### config.mk
export PLATFORM = sky130hd
export DESIGN_NAME = crc16_command_frame_builder
export DESIGN_NICKNAME = d
export VERILOG_FILES = /design/src/sv/crcfb_pkg.sv /design/src/sv/crcfb_csr.sv /design/src/sv/crcfb_seq.sv /design/src/sv/crcfb_out.sv /design/src/sv/crc16_command_frame_builder.sv
export SDC_FILE = /design/constraint.sdc
export NUM_CORES = 1
export LEC_CHECK = 0
export ABC_AREA = 1
export BUFFER_PORTS_ARGS = -buffer_cell sky130_fd_sc_hd__buf_4
export CAP_MARGIN = 20
export CORE_UTILIZATION = 54
export CTS_BUF_LIST = sky130_fd_sc_hd__clkbuf_8 sky130_fd_sc_hd__clkbuf_16
export DETAILED_ROUTE_END_ITERATION = 8
export GPL_TIMING_DRIVEN = 0
export PLACE_DENSITY = 0.79
export SYNTH_ARGS = -nofsm -noshare
export SYNTH_HDL_FRONTEND = slang
export SYNTH_HIERARCHICAL = 1
export SYNTH_SLANG_ARGS = --single-unit
### constraint.sdc
create_clock -name clock -period 3.9 [get_ports clock]
set_clock_uncertainty 0.05 [all_clocks]
set_input_delay 0.585 -clock clock [delete_from_list [all_inputs] [get_ports clock]]
set_output_delay 0.585 -clock clock [all_outputs]
set_load 0.005 [all_outputs]
### src/sv/crcfb_pkg.sv
// Shared types, constants and the CRC-16/MODBUS byte update for the frame builder.
// No dependencies; every other file of the block imports this package.
`default_nettype none

package crcfb_pkg;

   // Frame layout and CRC constants
   localparam logic [7:0]  MAX_PAYLOAD = 8'd32;
   localparam logic [7:0]  BASE_LEN    = 8'd7;
   localparam logic [7:0]  WRITE_EXTRA = 8'd2;
   localparam logic [15:0] CRC_INIT    = 16'hFFFF;
   localparam logic [15:0] CRC_POLY    = 16'hA001;

   // Stream widths
   localparam int REQ_DATA_W = 32;
   localparam int REQ_USER_W = 3;
   localparam int RSP_DATA_W = 8;
   localparam int CSR_IDX_W  = 2;
   localparam int CSR_DATA_W = 16;

   // Action and frame kind codes
   localparam logic       ACT_BEGIN     = 1'b0;
   localparam logic       ACT_PAYLOAD   = 1'b1;
   localparam logic [1:0] KIND_PING     = 2'd0;
   localparam logic [1:0] KIND_READ     = 2'd1;
   localparam logic [1:0] KIND_WRITE    = 2'd2;
   localparam logic [1:0] KIND_RESERVED = 2'd3;

   // Register indexes
   localparam logic [CSR_IDX_W-1:0] CSR_HEADER = 2'd0;
   localparam logic [CSR_IDX_W-1:0] CSR_PING   = 2'd1;
   localparam logic [CSR_IDX_W-1:0] CSR_READ   = 2'd2;
   localparam logic [CSR_IDX_W-1:0] CSR_WRITE  = 2'd3;

   typedef struct packed {
      logic [15:0] header_word;
      logic [7:0]  ping_code;
      logic [7:0]  read_code;
      logic [7:0]  write_code;
   } cfg_type;

   // One byte offered to the output register
   typedef struct packed {
      logic       valid;
      logic [7:0] out_byte;
      logic       frame_end;
   } emit_type;

   // Reflected CRC-16 update over one byte, eight bit steps
   function automatic logic [15:0] crc_byte(input logic [15:0] crc, input logic [7:0] b);
      logic [15:0] c;
      c = crc ^ {8'h00, b};
      for (int i = 0; i < 8; i++) begin
         if (c[0]) begin
            c = (c >> 1) ^ CRC_POLY;
         end else begin
            c = c >> 1;
         end
      end
      return c;
   endfunction

endpackage

`default_nettype wire

### src/sv/crcfb_csr.sv
// Configuration registers: header word and the three opcodes.
// Depends on crcfb_pkg.
`default_nettype none

module crcfb_csr (
   input  wire logic                            clock,
   input  wire logic                            reset,
   input  wire logic                            csr_valid,
   output logic                                 csr_ready,
   input  wire logic [crcfb_pkg::CSR_IDX_W-1:0]  csr_index,
   input  wire logic [crcfb_pkg::CSR_DATA_W-1:0] csr_data,
   output crcfb_pkg::cfg_type                   cfg
);
   import crcfb_pkg::*;

   cfg_type cfg_ff, cfg_in;

   assign csr_ready = 1'b1;
   assign cfg       = cfg_ff;

   // Register write decode
   always_comb begin
      cfg_in = cfg_ff;
      if (csr_valid) begin
         unique case (csr_index)
            CSR_HEADER: cfg_in.header_word = csr_data;
            CSR_PING:   cfg_in.ping_code   = csr_data[7:0];
            CSR_READ:   cfg_in.read_code   = csr_data[7:0];
            CSR_WRITE:  cfg_in.write_code  = csr_data[7:0];
            default:    cfg_in = cfg_ff;
         endcase
      end
   end

   always_ff @(posedge clock) begin
      if (reset) begin
         cfg_ff.header_word <= 16'hFFFF;
         cfg_ff.ping_code   <= 8'd1;
         cfg_ff.read_code   <= 8'd2;
         cfg_ff.write_code  <= 8'd3;
      end else begin
         cfg_ff <= cfg_in;
      end
   end

endmodule

`default_nettype wire

### src/sv/crcfb_seq.sv
// Item register and byte sequencer: frame state, length, opcode and running CRC.
// Depends on crcfb_pkg (cfg_type, emit_type, crc_byte).
`default_nettype none

module crcfb_seq (
   input  wire logic               clock,
   input  wire logic               reset,
   input  wire logic               req_valid,
   output logic                    req_ready,
   input  wire logic               action,
   input  wire logic [1:0]         frame_kind,
   input  wire logic [7:0]         slave_addr,
   input  wire logic [7:0]         reg_addr,
   input  wire logic [5:0]         payload_count,
   input  wire logic [7:0]         data_byte,
   input  crcfb_pkg::cfg_type      cfg,
   input  wire logic               out_free,
   output crcfb_pkg::emit_type     emit
);
   import crcfb_pkg::*;

   typedef enum logic [9:0] {
      ST_HDR_LO = 10'b00_0000_0001,
      ST_HDR_HI = 10'b00_0000_0010,
      ST_SLAVE  = 10'b00_0000_0100,
      ST_LEN    = 10'b00_0000_1000,
      ST_CODE   = 10'b00_0001_0000,
      ST_REG    = 10'b00_0010_0000,
      ST_COUNT  = 10'b00_0100_0000,
      ST_DATA   = 10'b00_1000_0000,
      ST_CRC_LO = 10'b01_0000_0000,
      ST_CRC_HI = 10'b10_0000_0000
   } step_type;

   step_type    step_ff, step_in, step_next;
   logic        busy_ff, busy_in;
   logic        frame_open_ff, frame_open_in;
   logic [5:0]  bytes_left_ff, bytes_left_in;
   logic [15:0] crc_ff, crc_in;
   logic        write_ff, write_in;
   logic        close_ff, close_in;
   logic [7:0]  slave_ff, slave_in;
   logic [7:0]  reg_ff, reg_in;
   logic [5:0]  n_ff, n_in;
   logic [7:0]  len_ff, len_in;
   logic [7:0]  code_ff, code_in;
   logic [7:0]  data_ff, data_in;

   logic        kind_ok, produces, accept, emit_fire, last;
   logic [5:0]  n_sat, n_eff, left_dec;
   logic [7:0]  cur_byte;

   // Decode of the incoming item against the frame state
   always_comb begin
      n_sat    = ({2'b00, payload_count} > MAX_PAYLOAD) ? MAX_PAYLOAD[5:0] : payload_count;
      n_eff    = (frame_kind == KIND_PING) ? 6'd0 : n_sat;
      left_dec = (bytes_left_ff != 6'd0) ? bytes_left_ff - 6'd1 : 6'd0;
      kind_ok  = (frame_kind != KIND_RESERVED);
      produces = (action == ACT_BEGIN) ? kind_ok : frame_open_ff;
   end

   // Last byte of the current item
   always_comb begin
      last = 1'b0;
      unique case (step_ff)
         ST_CODE:   last = !write_ff && !close_ff;
         ST_COUNT:  last = !close_ff;
         ST_DATA:   last = !close_ff;
         ST_CRC_HI: last = 1'b1;
         default:   last = 1'b0;
      endcase
   end

   assign emit_fire = busy_ff && out_free;
   assign req_ready = !busy_ff || (emit_fire && last);
   assign accept    = req_valid && req_ready;

   // Byte select and step order
   always_comb begin
      cur_byte  = data_ff;
      step_next = ST_HDR_LO;
      unique case (step_ff)
         ST_HDR_LO: begin
            cur_byte  = cfg.header_word[7:0];
            step_next = ST_HDR_HI;
         end
         ST_HDR_HI: begin
            cur_byte  = cfg.header_word[15:8];
            step_next = ST_SLAVE;
         end
         ST_SLAVE: begin
            cur_byte  = slave_ff;
            step_next = ST_LEN;
         end
         ST_LEN: begin
            cur_byte  = len_ff;
            step_next = ST_CODE;
         end
         ST_CODE: begin
            cur_byte  = code_ff;
            step_next = write_ff ? ST_REG : ST_CRC_LO;
         end
         ST_REG: begin
            cur_byte  = reg_ff;
            step_next = ST_COUNT;
         end
         ST_COUNT: begin
            cur_byte  = {2'b00, n_ff};
            step_next = ST_CRC_LO;
         end
         ST_DATA: begin
            cur_byte  = data_ff;
            step_next = ST_CRC_LO;
         end
         ST_CRC_LO: begin
            cur_byte  = crc_ff[7:0];
            step_next = ST_CRC_HI;
         end
         ST_CRC_HI: begin
            cur_byte  = crc_ff[15:8];
            step_next = ST_HDR_LO;
         end
         default: begin
            cur_byte  = data_ff;
            step_next = ST_HDR_LO;
         end
      endcase
   end

   assign emit.valid     = emit_fire;
   assign emit.out_byte  = cur_byte;
   assign emit.frame_end = (step_ff == ST_CRC_HI);

   // Running CRC over the bytes as they go out
   always_comb begin
      crc_in = crc_ff;
      if (emit_fire) begin
         unique case (step_ff)
            ST_HDR_LO: crc_in = crc_byte(CRC_INIT, cur_byte);
            ST_CRC_LO: crc_in = crc_ff;
            ST_CRC_HI: crc_in = CRC_INIT;
            default:   crc_in = crc_byte(crc_ff, cur_byte);
         endcase
      end
   end

   // Item register load and frame state update at transfer
   always_comb begin
      busy_in       = busy_ff;
      step_in       = step_ff;
      frame_open_in = frame_open_ff;
      bytes_left_in = bytes_left_ff;
      write_in      = write_ff;
      close_in      = close_ff;
      slave_in      = slave_ff;
      reg_in        = reg_ff;
      n_in          = n_ff;
      len_in        = len_ff;
      code_in       = code_ff;
      data_in       = data_ff;

      if (emit_fire) begin
         if (last) begin
            busy_in = 1'b0;
         end else begin
            step_in = step_next;
         end
      end

      if (accept && produces) begin
         busy_in = 1'b1;
         if (action == ACT_BEGIN) begin
            step_in       = ST_HDR_LO;
            write_in      = (frame_kind == KIND_WRITE);
            close_in      = (n_eff == 6'd0);
            frame_open_in = (n_eff != 6'd0);
            bytes_left_in = n_eff;
            slave_in      = slave_addr;
            reg_in        = reg_addr;
            n_in          = n_eff;
            len_in        = BASE_LEN + {2'b00, n_eff}
                            + ((frame_kind == KIND_WRITE) ? WRITE_EXTRA : 8'd0);
            case (frame_kind)
               KIND_PING:  code_in = cfg.ping_code;
               KIND_READ:  code_in = cfg.read_code;
               default:    code_in = cfg.write_code;
            endcase
         end else begin
            step_in       = ST_DATA;
            write_in      = 1'b0;
            close_in      = (left_dec == 6'd0);
            frame_open_in = (left_dec != 6'd0);
            bytes_left_in = left_dec;
            data_in       = data_byte;
         end
      end
   end

   always_ff @(posedge clock) begin
      if (reset) begin
         busy_ff       <= 1'b0;
         step_ff       <= ST_HDR_LO;
         frame_open_ff <= 1'b0;
         bytes_left_ff <= 6'd0;
         crc_ff        <= CRC_INIT;
      end else begin
         busy_ff       <= busy_in;
         step_ff       <= step_in;
         frame_open_ff <= frame_open_in;
         bytes_left_ff <= bytes_left_in;
         crc_ff        <= crc_in;
      end
   end

   always_ff @(posedge clock) begin
      write_ff <= write_in;
      close_ff <= close_in;
      slave_ff <= slave_in;
      reg_ff   <= reg_in;
      n_ff     <= n_in;
      len_ff   <= len_in;
      code_ff  <= code_in;
      data_ff  <= data_in;
   end

endmodule

`default_nettype wire

### src/sv/crcfb_out.sv
// Output register of the result stream; holds a byte until its transfer.
// Depends on crcfb_pkg (emit_type).
`default_nettype none

module crcfb_out (
   input  wire logic                            clock,
   input  wire logic                            reset,
   input  crcfb_pkg::emit_type                  emit,
   output logic                                 out_free,
   output logic                                 rsp_tvalid,
   input  wire logic                            rsp_tready,
   output logic [crcfb_pkg::RSP_DATA_W-1:0]     rsp_tdata,
   output logic                                 rsp_tlast
);
   import crcfb_pkg::*;

   logic                  valid_ff, valid_in;
   logic [RSP_DATA_W-1:0] byte_ff, byte_in;
   logic                  last_ff, last_in;

   assign out_free   = !valid_ff || rsp_tready;
   assign rsp_tvalid = valid_ff;
   assign rsp_tdata  = byte_ff;
   assign rsp_tlast  = last_ff;

   // Load when empty or the held byte transfers this cycle
   always_comb begin
      valid_in = valid_ff;
      byte_in  = byte_ff;
      last_in  = last_ff;
      if (out_free) begin
         valid_in = emit.valid;
         if (emit.valid) begin
            byte_in = emit.out_byte;
            last_in = emit.frame_end;
         end
      end
   end

   always_ff @(posedge clock) begin
      if (reset) begin
         valid_ff <= 1'b0;
      end else begin
         valid_ff <= valid_in;
      end
   end

   always_ff @(posedge clock) begin
      byte_ff <= byte_in;
      last_ff <= last_in;
   end

endmodule

`default_nettype wire

### src/sv/crc16_command_frame_builder.sv
// Top level of the CRC-16/MODBUS command frame builder.
// Depends on crcfb_pkg, crcfb_csr, crcfb_seq and crcfb_out.
//
// Channel  Dir  Handshake               Content
// req      in   req_tvalid/req_tready   tuser {frame_kind, action}, tdata item fields
// rsp      out  rsp_tvalid/rsp_tready   tdata out_byte, tlast frame_end
// csr      in   csr_valid/csr_ready     csr_index, csr_data
// Reset is synchronous, active high. A stall on rsp holds the byte and stalls req;
// otherwise the output register moves one byte per cycle, and that sets the rate.
// A ping or read begin emits header, slave, length and opcode, a write begin also
// register address and payload count, then the CRC if there is no payload; a payload
// item emits its data byte, then the CRC if it closes the frame. The next item is
// taken in the cycle the last byte of the previous one enters the output register.
`default_nettype none

module crc16_command_frame_builder (
   input  wire logic                             clock,
   input  wire logic                             reset,
   input  wire logic                             req_tvalid,
   output logic                                  req_tready,
   // [7:0] slave_addr, [15:8] reg_addr, [21:16] payload_count, [29:22] data_byte
   input  wire logic [crcfb_pkg::REQ_DATA_W-1:0] req_tdata,
   // [0] action, [2:1] frame_kind
   input  wire logic [crcfb_pkg::REQ_USER_W-1:0] req_tuser,
   output logic                                  rsp_tvalid,
   input  wire logic                             rsp_tready,
   // [7:0] out_byte
   output logic [crcfb_pkg::RSP_DATA_W-1:0]      rsp_tdata,
   output logic                                  rsp_tlast,
   input  wire logic                             csr_valid,
   output logic                                  csr_ready,
   input  wire logic [crcfb_pkg::CSR_IDX_W-1:0]  csr_index,
   input  wire logic [crcfb_pkg::CSR_DATA_W-1:0] csr_data
);
   import crcfb_pkg::*;

   cfg_type  cfg;
   emit_type emit;
   logic     out_free;

   crcfb_csr u_csr (
      .clock     (clock),
      .reset     (reset),
      .csr_valid (csr_valid),
      .csr_ready (csr_ready),
      .csr_index (csr_index),
      .csr_data  (csr_data),
      .cfg       (cfg)
   );

   crcfb_seq u_seq (
      .clock         (clock),
      .reset         (reset),
      .req_valid     (req_tvalid),
      .req_ready     (req_tready),
      .action        (req_tuser[0]),
      .frame_kind    (req_tuser[2:1]),
      .slave_addr    (req_tdata[7:0]),
      .reg_addr      (req_tdata[15:8]),
      .payload_count (req_tdata[21:16]),
      .data_byte     (req_tdata[29:22]),
      .cfg           (cfg),
      .out_free      (out_free),
      .emit          (emit)
   );

   crcfb_out u_out (
      .clock      (clock),
      .reset      (reset),
      .emit       (emit),
      .out_free   (out_free),
      .rsp_tvalid (rsp_tvalid),
      .rsp_tready (rsp_tready),
      .rsp_tdata  (rsp_tdata),
      .rsp_tlast  (rsp_tlast)
   );

endmodule

`default_nettype wire

==> results by group, run 1 <==
Synth
  – EDFF count, synth: 56
  – Avg Inst Size Synth: between 7 and 8 um2
  – Post-synth top area cell: edfxtp_1
  – Netlist Area Pre-Place: approximately 7000 um2
  – Sequential share of the synthesized area: between 40% and 50%
  – Fraction of registers with async set/reset: 0%
  – Syn Nets: 996
  – Synth Flop Type: dfxtp_1
  – Count of cell types in the netlist: between 40 and 50
  – Mapped Cells: 930
  – Top cell type's share of synthesized area: 24.1%
  – Top post-synthesis cells by area: edfxtp_1, dfxtp_1, nand2_1
  – Register bit total from synthesis: ~130
  – Syn. warnings: 6

Placed design
  – # port buffers: 66
  – Post-Place Cells: around 1.2k
  – Gpl congestion: 0.966
  – DP Worst Slack: 0.671 ns
  – DPL Wire Length: about 13000 um

Die
  – FP Rows: between 40 and 50
  – Core ar.: between 10000 and 15000 um2
  – Die area: 13400 um2
  – Die span in x: ~120 um
  – Starting Density: between 50% and 60%
  – I/O pin cnt: 70
  – Die Ht: 116 um

Cells and area
  – Non-filler instance count after layout: 1203
  – Layout area overhead: 19.8%
  – Most frequent cells in the layout: nand2_1, nand3_1, nor2_1
  – Fill count: between 1k and 1.5k
  – Inserted Diodes: 0
  – Final Net Count: around 1.1k
  – Fraction of layout instances using a drive strength above 1: about 17%
  – Most common cell after layout, fill and taps aside: nand2_1

Power
  – Max rail drop VDD: 0.588 mV
  – Total power divided by cell area: 504 nW/um2
  – Flop pwr share: between 30% and 40%
  – Internal power: approximately 2.9 mW
  – LEAKAGE: just under 4 nW
  – Post-layout power: 4.21 mW
  – Clk pwr share: between 30 and 40%
  – Switching Fraction: 30.2%
  – Switching power: 1.27 mW
  – Logic gate share of total power: 23.0%

STA
  – Fin. max-slew vios: 0
  – Fmax: 320 MHz
  – # setup viols final: 0
  – Fin crit share: roughly 80%
  – RSZ-0062 raised after global routing: false
  – Worst slew margin: between 40 and 50%
  – TNS Setup: 0 ns
  – Hold WS: roughly 0.29 ns
  – Worst Setup Slack, final: ~0.8 ns
  – Final hold viol count: 0
  – Fin crit period: around 3.1 ns
  – Slew @ Worst Pin: 0.856 ns

Min path
  – Min-Delay Path Class: in2reg
  – Hold Path Cell Cnt: 1

CTS
  – Clock transition at path regs: 0.06 ns
  – CTS tree: done
  – Hold Buf Count CTS: 0
  – # clock sinks: between 100 and 150
  – CTS root buffer: clkbuf_16
  – CTS Buffer Depth: 2
  – Htree depth: 4
  – Clock Latency Late Sink: 0.42 ns
  – CTS buffer count: 17
  – Post-CTS sizing: 0
  – Post CTS Setup Buffer Count: 0

Drt
  – DRC Markers: 0
  – Starting DRT DRC Count: 565
  – Vias post-DR: 6519
  – Antenna Nets Post-Route: 0
  – Pre-antenna DRT Iters: 5
  – Post-DR vias/cell: approximately 5.4
  – DR WL/cell: 15.1 um
  – Drt total wl: 18200 um

Run
  – Max-cap violations: 0

Critical path
  – Crit start category: flip-flop
  – Worst Path Required: 4.20 ns
  – Arrival time at the worst endpoint: 3.42 ns
  – CP endpoint kind: flip-flop
  – Max FO, Critical Path: 29
  – Worst Path Class, Setup: reg2reg
  – R2R depth: 14

Global routing
  – GRT Overall Usage: slightly below 30%
  – First-pass GRT wire length: 28900 um
  – Initial antenna violation count: 0
  – Largest net degree at the start of global routing: 30
  – Vias in the first global route: ~6.1k
  – Overflow after GRT: 0

Status
  – Status: finished, final reports clean
## per-layer routing
layer  part of all wire, %  GRT usage [%]
met4                   2.9           12.8
met1                    42           33.7
met5                     0              0
met2                    50           50.2
met3                   5.7           7.27
## critical path, stage by stage, from the launching register on
cell      delay, ns
dfxtp_1        0.40
inv_1          0.10
nor2_2         0.37
nand3_2        0.17
o211ai_1       0.24
nand2_1        0.07
nand2_1        0.09
nand2_1        0.05
nand2_1        0.10
nand3_1        0.12
clkbuf_1       0.30
nor2_4         0.45
buf_12         0.26
nand2_1        0.09
a31oi_1        0.17
## final timing paths
kind,slack [ns],start,endpoint
setup / recovery,0.78,u_seq/step_ff[4]$_SDFFE_PP0P_,u_seq/bytes_left_ff[5]$_SDFFE_PP0P_
hold / removal,0.29,req_tdata[8],u_seq/reg_ff[0]$_DFFE_PP_
setup reg to reg,0.78,u_seq/step_ff[4]$_SDFFE_PP0P_,u_seq/bytes_left_ff[5]$_SDFFE_PP0P_
hold reg to reg,0.41,u_csr/cfg[34]$_SDFFE_PP1P_,u_csr/cfg[34]$_SDFFE_PP1P_
## kinds of logic (layout without fill, tap and decap cells)
logic type	after synthesis	in the layout	share of synthesized area (%)
compound gates	83	83	6.84
flops	131	131	45.7
fa+ha+maj	8	8	1.54
xor+xnor	9	9	1.24
other cells	2	2	0.108
simple gates	562	562	36.8
buf+inv	135	236	7.81
## sequential cells by signal (all words and copies together) (netlist names), 6 cells and up
| register | count |
|---|---|
| u_seq/step_ff | 10 |
| u_seq/reg_ff | 8 |
| u_seq/slave_ff | 8 |
| u_seq/crc_ff | 16 |
| u_csr/cfg | 40 |
| u_seq/n_ff | 6 |
| u_seq/code_ff | 8 |
| u_out/rsp_tdata | 8 |
| u_seq/bytes_left_ff | 6 |
| u_seq/data_ff | 8 |
| u_seq/len_ff | 7 |
## stage by stage
step	instance area (um2)	utilization [%]
after CTS	8330	66.0
final	8350	66.2
after global routing	8350	66.2
after floorplan	6970	-
after detailed placement	7710	61.1
after global placement	7680	60.9
## synthesized netlist by cell type (2+ instances only)
cell type and count:
a21oi_1 30, a31oi_1 8, buf_2 6, buf_4 2
buf_6 3, clkbuf_1 11, clkinv_1 2, conb_1 2
dfxtp_1 75, edfxtp_1 56, ha_1 7, inv_1 97
inv_2 14, nand2_1 255, nand2_2 11, nand2_4 6
nand3_1 133, nand3_2 8, nand3b_1 2, nand4_1 16
nor2_1 101, nor2_2 12, nor2_4 6, nor3_1 3
o211ai_1 10, o21ai_0 28, o221ai_1 3, or2_2 3
or2_4 2, xnor2_1 3, xor2_1 5
## final cells by class
type | instances | area, um2 | share of cell area (%)
Sequential cell | 131 | 3180 | 38.1
Inverter | 113 | 424 | 5.08
Clock buffer | 18 | 439 | 5.26
Timing Repair Buffer | 69 | 534 | 6.40
Tap cell | 172 | 215 | 2.58
Clock inverter | 14 | 186 | 2.23
Multi-Input combinational cell | 664 | 3250 | 38.9
Buffer | 22 | 120 | 1.44
## power groups by stage
stage	combinational, mW	clock (mW)	sequential (mW)
floorplan	0.692	0	1.59
global placement	0.919	0	1.60
detailed placement	0.945	0	1.60
CTS	0.952	1.70	1.57
global route	1.08	1.76	1.58
finish	0.967	1.68	1.57
Power figures use the tool's default switching activity.
==> inputs of run 2 (changes only) <==
--- a/config.mk
+++ b/config.mk
@@ -8,11 +8,11 @@
 export ABC_AREA = 1
 export BUFFER_PORTS_ARGS = -buffer_cell sky130_fd_sc_hd__buf_4
 export CAP_MARGIN = 20
-export CORE_UTILIZATION = 54
+export CORE_UTILIZATION = 59
 export CTS_BUF_LIST = sky130_fd_sc_hd__clkbuf_8 sky130_fd_sc_hd__clkbuf_16
 export DETAILED_ROUTE_END_ITERATION = 8
 export GPL_TIMING_DRIVEN = 0
-export PLACE_DENSITY = 0.79
+export PLACE_DENSITY = 0.82
 export SYNTH_ARGS = -nofsm -noshare
 export SYNTH_HDL_FRONTEND = slang
 export SYNTH_HIERARCHICAL = 1
==> constraint.sdc (replaced) <==
create_clock -name clock -period 3.1 [get_ports clock]
set_clock_uncertainty 0.05 [all_clocks]
set_input_delay 0.465 -clock clock [delete_from_list [all_inputs] [get_ports clock]]
set_output_delay 0.465 -clock clock [all_outputs]
set_load 0.005 [all_outputs]
==> run 2 against run 1 <==
  * Worst setup slack got worse by 0.58 ns
  * First-iteration DRC count up 42%
  * Via count increased by 4.2%
  * Register-to-register slack worse by 0.58 ns
  * Maximum frequency up 7.7%
  * Routed wire length is 5.0% higher
  * Total power rose by 28%
  * Sequential cell count did not move
  * Utilization rose by 8.3 points
  * Clock power grew 28%
  * Combinational power increased by 30%
==> results by group, run 2 (synthesis results as in run 1) <==
Die
  – Core ar.: 11500 um2 (-9.1%)
  – FP Rows: 39 (-4.9%)
  – I/O pin cnt: 70 (unchanged)
  – Die span in x: 111 um (-4.3%)
  – Starting Density: 60.8% (+5.6 points)
  – Die Ht: 111 um (-4.3%)
  – Die area: 12300 um2 (-8.3%)

STA
  – Fin crit period: 2.90 ns (-0.223 ns)
  – Hold WS: 0.171 ns (-0.116 ns)
  – Fin crit share: 93.5% (+13 points)
  – Slew @ Worst Pin: 1.05 ns (+0.195 ns)
  – Fin. max-slew vios: 0 (unchanged)
  – Worst Setup Slack, final: 0.201 ns (-0.577 ns)
  – Worst slew margin: 30.0% (-13 points)
  – TNS Setup: 0 ns (unchanged)
  – Fmax: 345 MHz (+7.7%)
  – # setup viols final: 0 (unchanged)
  – Final hold viol count: 0 (unchanged)

Cells and area
  – Final cell utilization of the core: 74.4% (+8.3 points)
  – Final Net Count: 1096 (+1.1%)
  – Most common cell after layout, fill and taps aside: nand2_1
  – Inserted Diodes: 0 (unchanged)
  – Fraction of layout instances using a drive strength above 1: 20.1% (+3.2 points)
  – Number of flip-flops in the largest register: 40 (unchanged)
  – Layout area overhead: 22.5%
  – Most frequent cells in the layout: nand2_1, nand3_1, inv_1
  – Non-filler instance count after layout: 1186 (-1.4%)
  – Final instance area: 8540 um2 (+2.2%)

Placed design
  – DP Worst Slack: -0.242 ns (-0.913 ns)
  – Gpl congestion: 0.950 (-1.7%)
  – Area of placed instances: 7650 um2 (-0.73%)
  – # port buffers: 66 (unchanged)
  – DPL Wire Length: 13000 um (-1.7%)
  – Post-Place Cells: 1139 (-2.6%)

Min path
  – Min-Delay Path Class: in2reg
  – Hold endpoint: u_seq/data_ff[3]$_DFFE_PP_
  – Worst min-delay path startpoint: req_tdata[25]
  – Hold Path Cell Cnt: 1 (unchanged)

Drt
  – Vias post-DR: 6794 (+4.2%)
  – Post-DR vias/cell: 5.73 (+5.7%)
  – DRC Markers: 0 (unchanged)
  – DR WL/cell: 16.1 um (+6.5%)
  – Drt total wl: 19100 um (+5.0%)
  – Pre-antenna DRT Iters: 5 (unchanged)
  – Starting DRT DRC Count: 803 (+42%)
  – Antenna Nets Post-Route: 0 (unchanged)

CTS
  – CTS Buffer Depth: 2 (unchanged)
  – Htree depth: 4 (unchanged)
  – CTS tree: done
  – Clock transition at path regs: 0.06 ns (about the same)
  – # clock sinks: 131 (unchanged)
  – CTS buffer count: 17 (unchanged)
  – Hold Buf Count CTS: 0 (unchanged)
  – Clock Latency Late Sink: 0.42 ns (about the same)
  – CTS root buffer: clkbuf_16

Critical path
  – Reg2reg start: u_seq/step_ff[5]$_SDFFE_PP0P_
  – CP endpoint kind: flip-flop
  – Slowest stage delay, CP: 0.47 ns (+0.02 ns)
  – Worst Path Required: 3.36 ns (-0.84 ns)
  – Max FO, Critical Path: 9 (-69%)
  – R2R Setup Slk: 0.20 ns (-0.58 ns)
  – Worst Path Class, Setup: reg2reg
  – Arrival time at the worst endpoint: 3.16 ns (-0.26 ns)
  – Worst r2r dst: u_seq/crc_ff[0]$_SDFFE_PP1P_
  – Most common cell on crit path: nand2_1
  – Crit start category: flip-flop
  – R2R depth: 25 (+11)
  – Slowest CP cell: dfxtp_1

Power
  – Max rail drop VDD: 0.369 mV (-37%)
  – Total power divided by cell area: 631 nW/um2 (+25%)
  – Switching power: 1.68 mW (+32%)
  – Internal power: 3.71 mW (+26%)
  – Logic gate share of total power: 23.4% (+0.4 points)
  – Clk pwr share: 39.8% (about the same)
  – Flop pwr share: 36.7% (-0.6 points)
  – Switching Fraction: 31.2% (+0.95 points)
  – Post-layout power: 5.39 mW (+28%)
  – LEAKAGE: 3.98 nW (+1.6%)

Global routing
  – First-pass GRT wire length: 29300 um (+1.2%)
  – GRT Overall Usage: 30.1% (+1.3 points)
  – Initial antenna violation count: 0 (unchanged)
  – Largest net degree at the start of global routing: 23 (-23%)
  – Overflow after GRT: 0 (unchanged)
  – Vias in the first global route: 6169 (+1.3%)

Status
  – Status: finished, final reports clean

Run
  – Max-cap violations: 0 (unchanged)
-- run 2: changes by cell type in the layout (fill, tap and decap cells not counted), moves of 2 or more --
cell / before / now
nor2_4: 7 / 21
nor2_1: 100 / 89
buf_4: 69 / 77
dfxtp_1: 75 / 68
dfxtp_2: 0 / 7
clkinvlp_4: 2 / 5
clkinv_1: 4 / 2
inv_6: 1 / 3
-- run 2: timing repair --
item,4_1_cts,5_1_grt
gates cloned,1,3
setup endpoints to repair,44,49
pin swaps,1,8
buffers inserted,0,11
gates resized for setup,3,35
-- run 2: how the worst max path moves through the flow --
stage                                             start                             endpoint  slack (ns)  depth (start not counted)
after detailed placement  u_seq/step_ff[7]$_SDFFE_PP0P_  u_seq/bytes_left_ff[5]$_SDFFE_PP0P_       -0.24                         14
final                     u_seq/step_ff[5]$_SDFFE_PP0P_         u_seq/crc_ff[0]$_SDFFE_PP1P_        0.20                         25
after global placement    u_seq/step_ff[7]$_SDFFE_PP0P_  u_seq/bytes_left_ff[5]$_SDFFE_PP0P_       -0.19                         14
after CTS                 u_seq/step_ff[0]$_SDFFE_PP1P_  u_seq/bytes_left_ff[5]$_SDFFE_PP0P_       0.001                         14
after global routing      u_seq/step_ff[9]$_SDFFE_PP0P_         u_seq/crc_ff[0]$_SDFFE_PP1P_       -0.13                         23
after floorplan           u_seq/step_ff[9]$_SDFFE_PP0P_           u_seq/code_ff[0]$_DFFE_PP_        0.35                         13
-- run 2: critical path, delay by kind of cell, from the launching register on --
kind	cells	cell delay, ns
buffers and inverters	2	0.08
flip-flops	1	0.47
AND/OR/NAND/NOR	23	2.18
-- run 2: per-layer routing --
metal	track usage (%)	part of all wire [%]	vias up
met2	51.2	49	328
met5	0	0	-
met3	5.85	6.3	79
met4	15.4	4.7	0
li1	-	-	3258
met1	36.3	40	3129
-- run 2: final cells by class --
type                    instances  area (um2)
fillers                       846        2930
clock buffers                  17         425
multi-input cells             668        3380
well taps                     143         179
clock inverters                15         206
inverters                     113         427
plain buffers                  22         121
flip-flops and latches        131        3190
repair buffers                 77         603
-- run 2: power by group through the flow --
stage | registers, mW | clock network (mW) | logic (mW)
floorplan | 1.99 | 0 | 0.871
global placement | 2.01 | 0 | 1.15
detailed placement | 2.01 | 0 | 1.18
CTS | 1.97 | 2.15 | 1.20
global route | 1.99 | 2.24 | 1.41
finish | 1.98 | 2.15 | 1.26
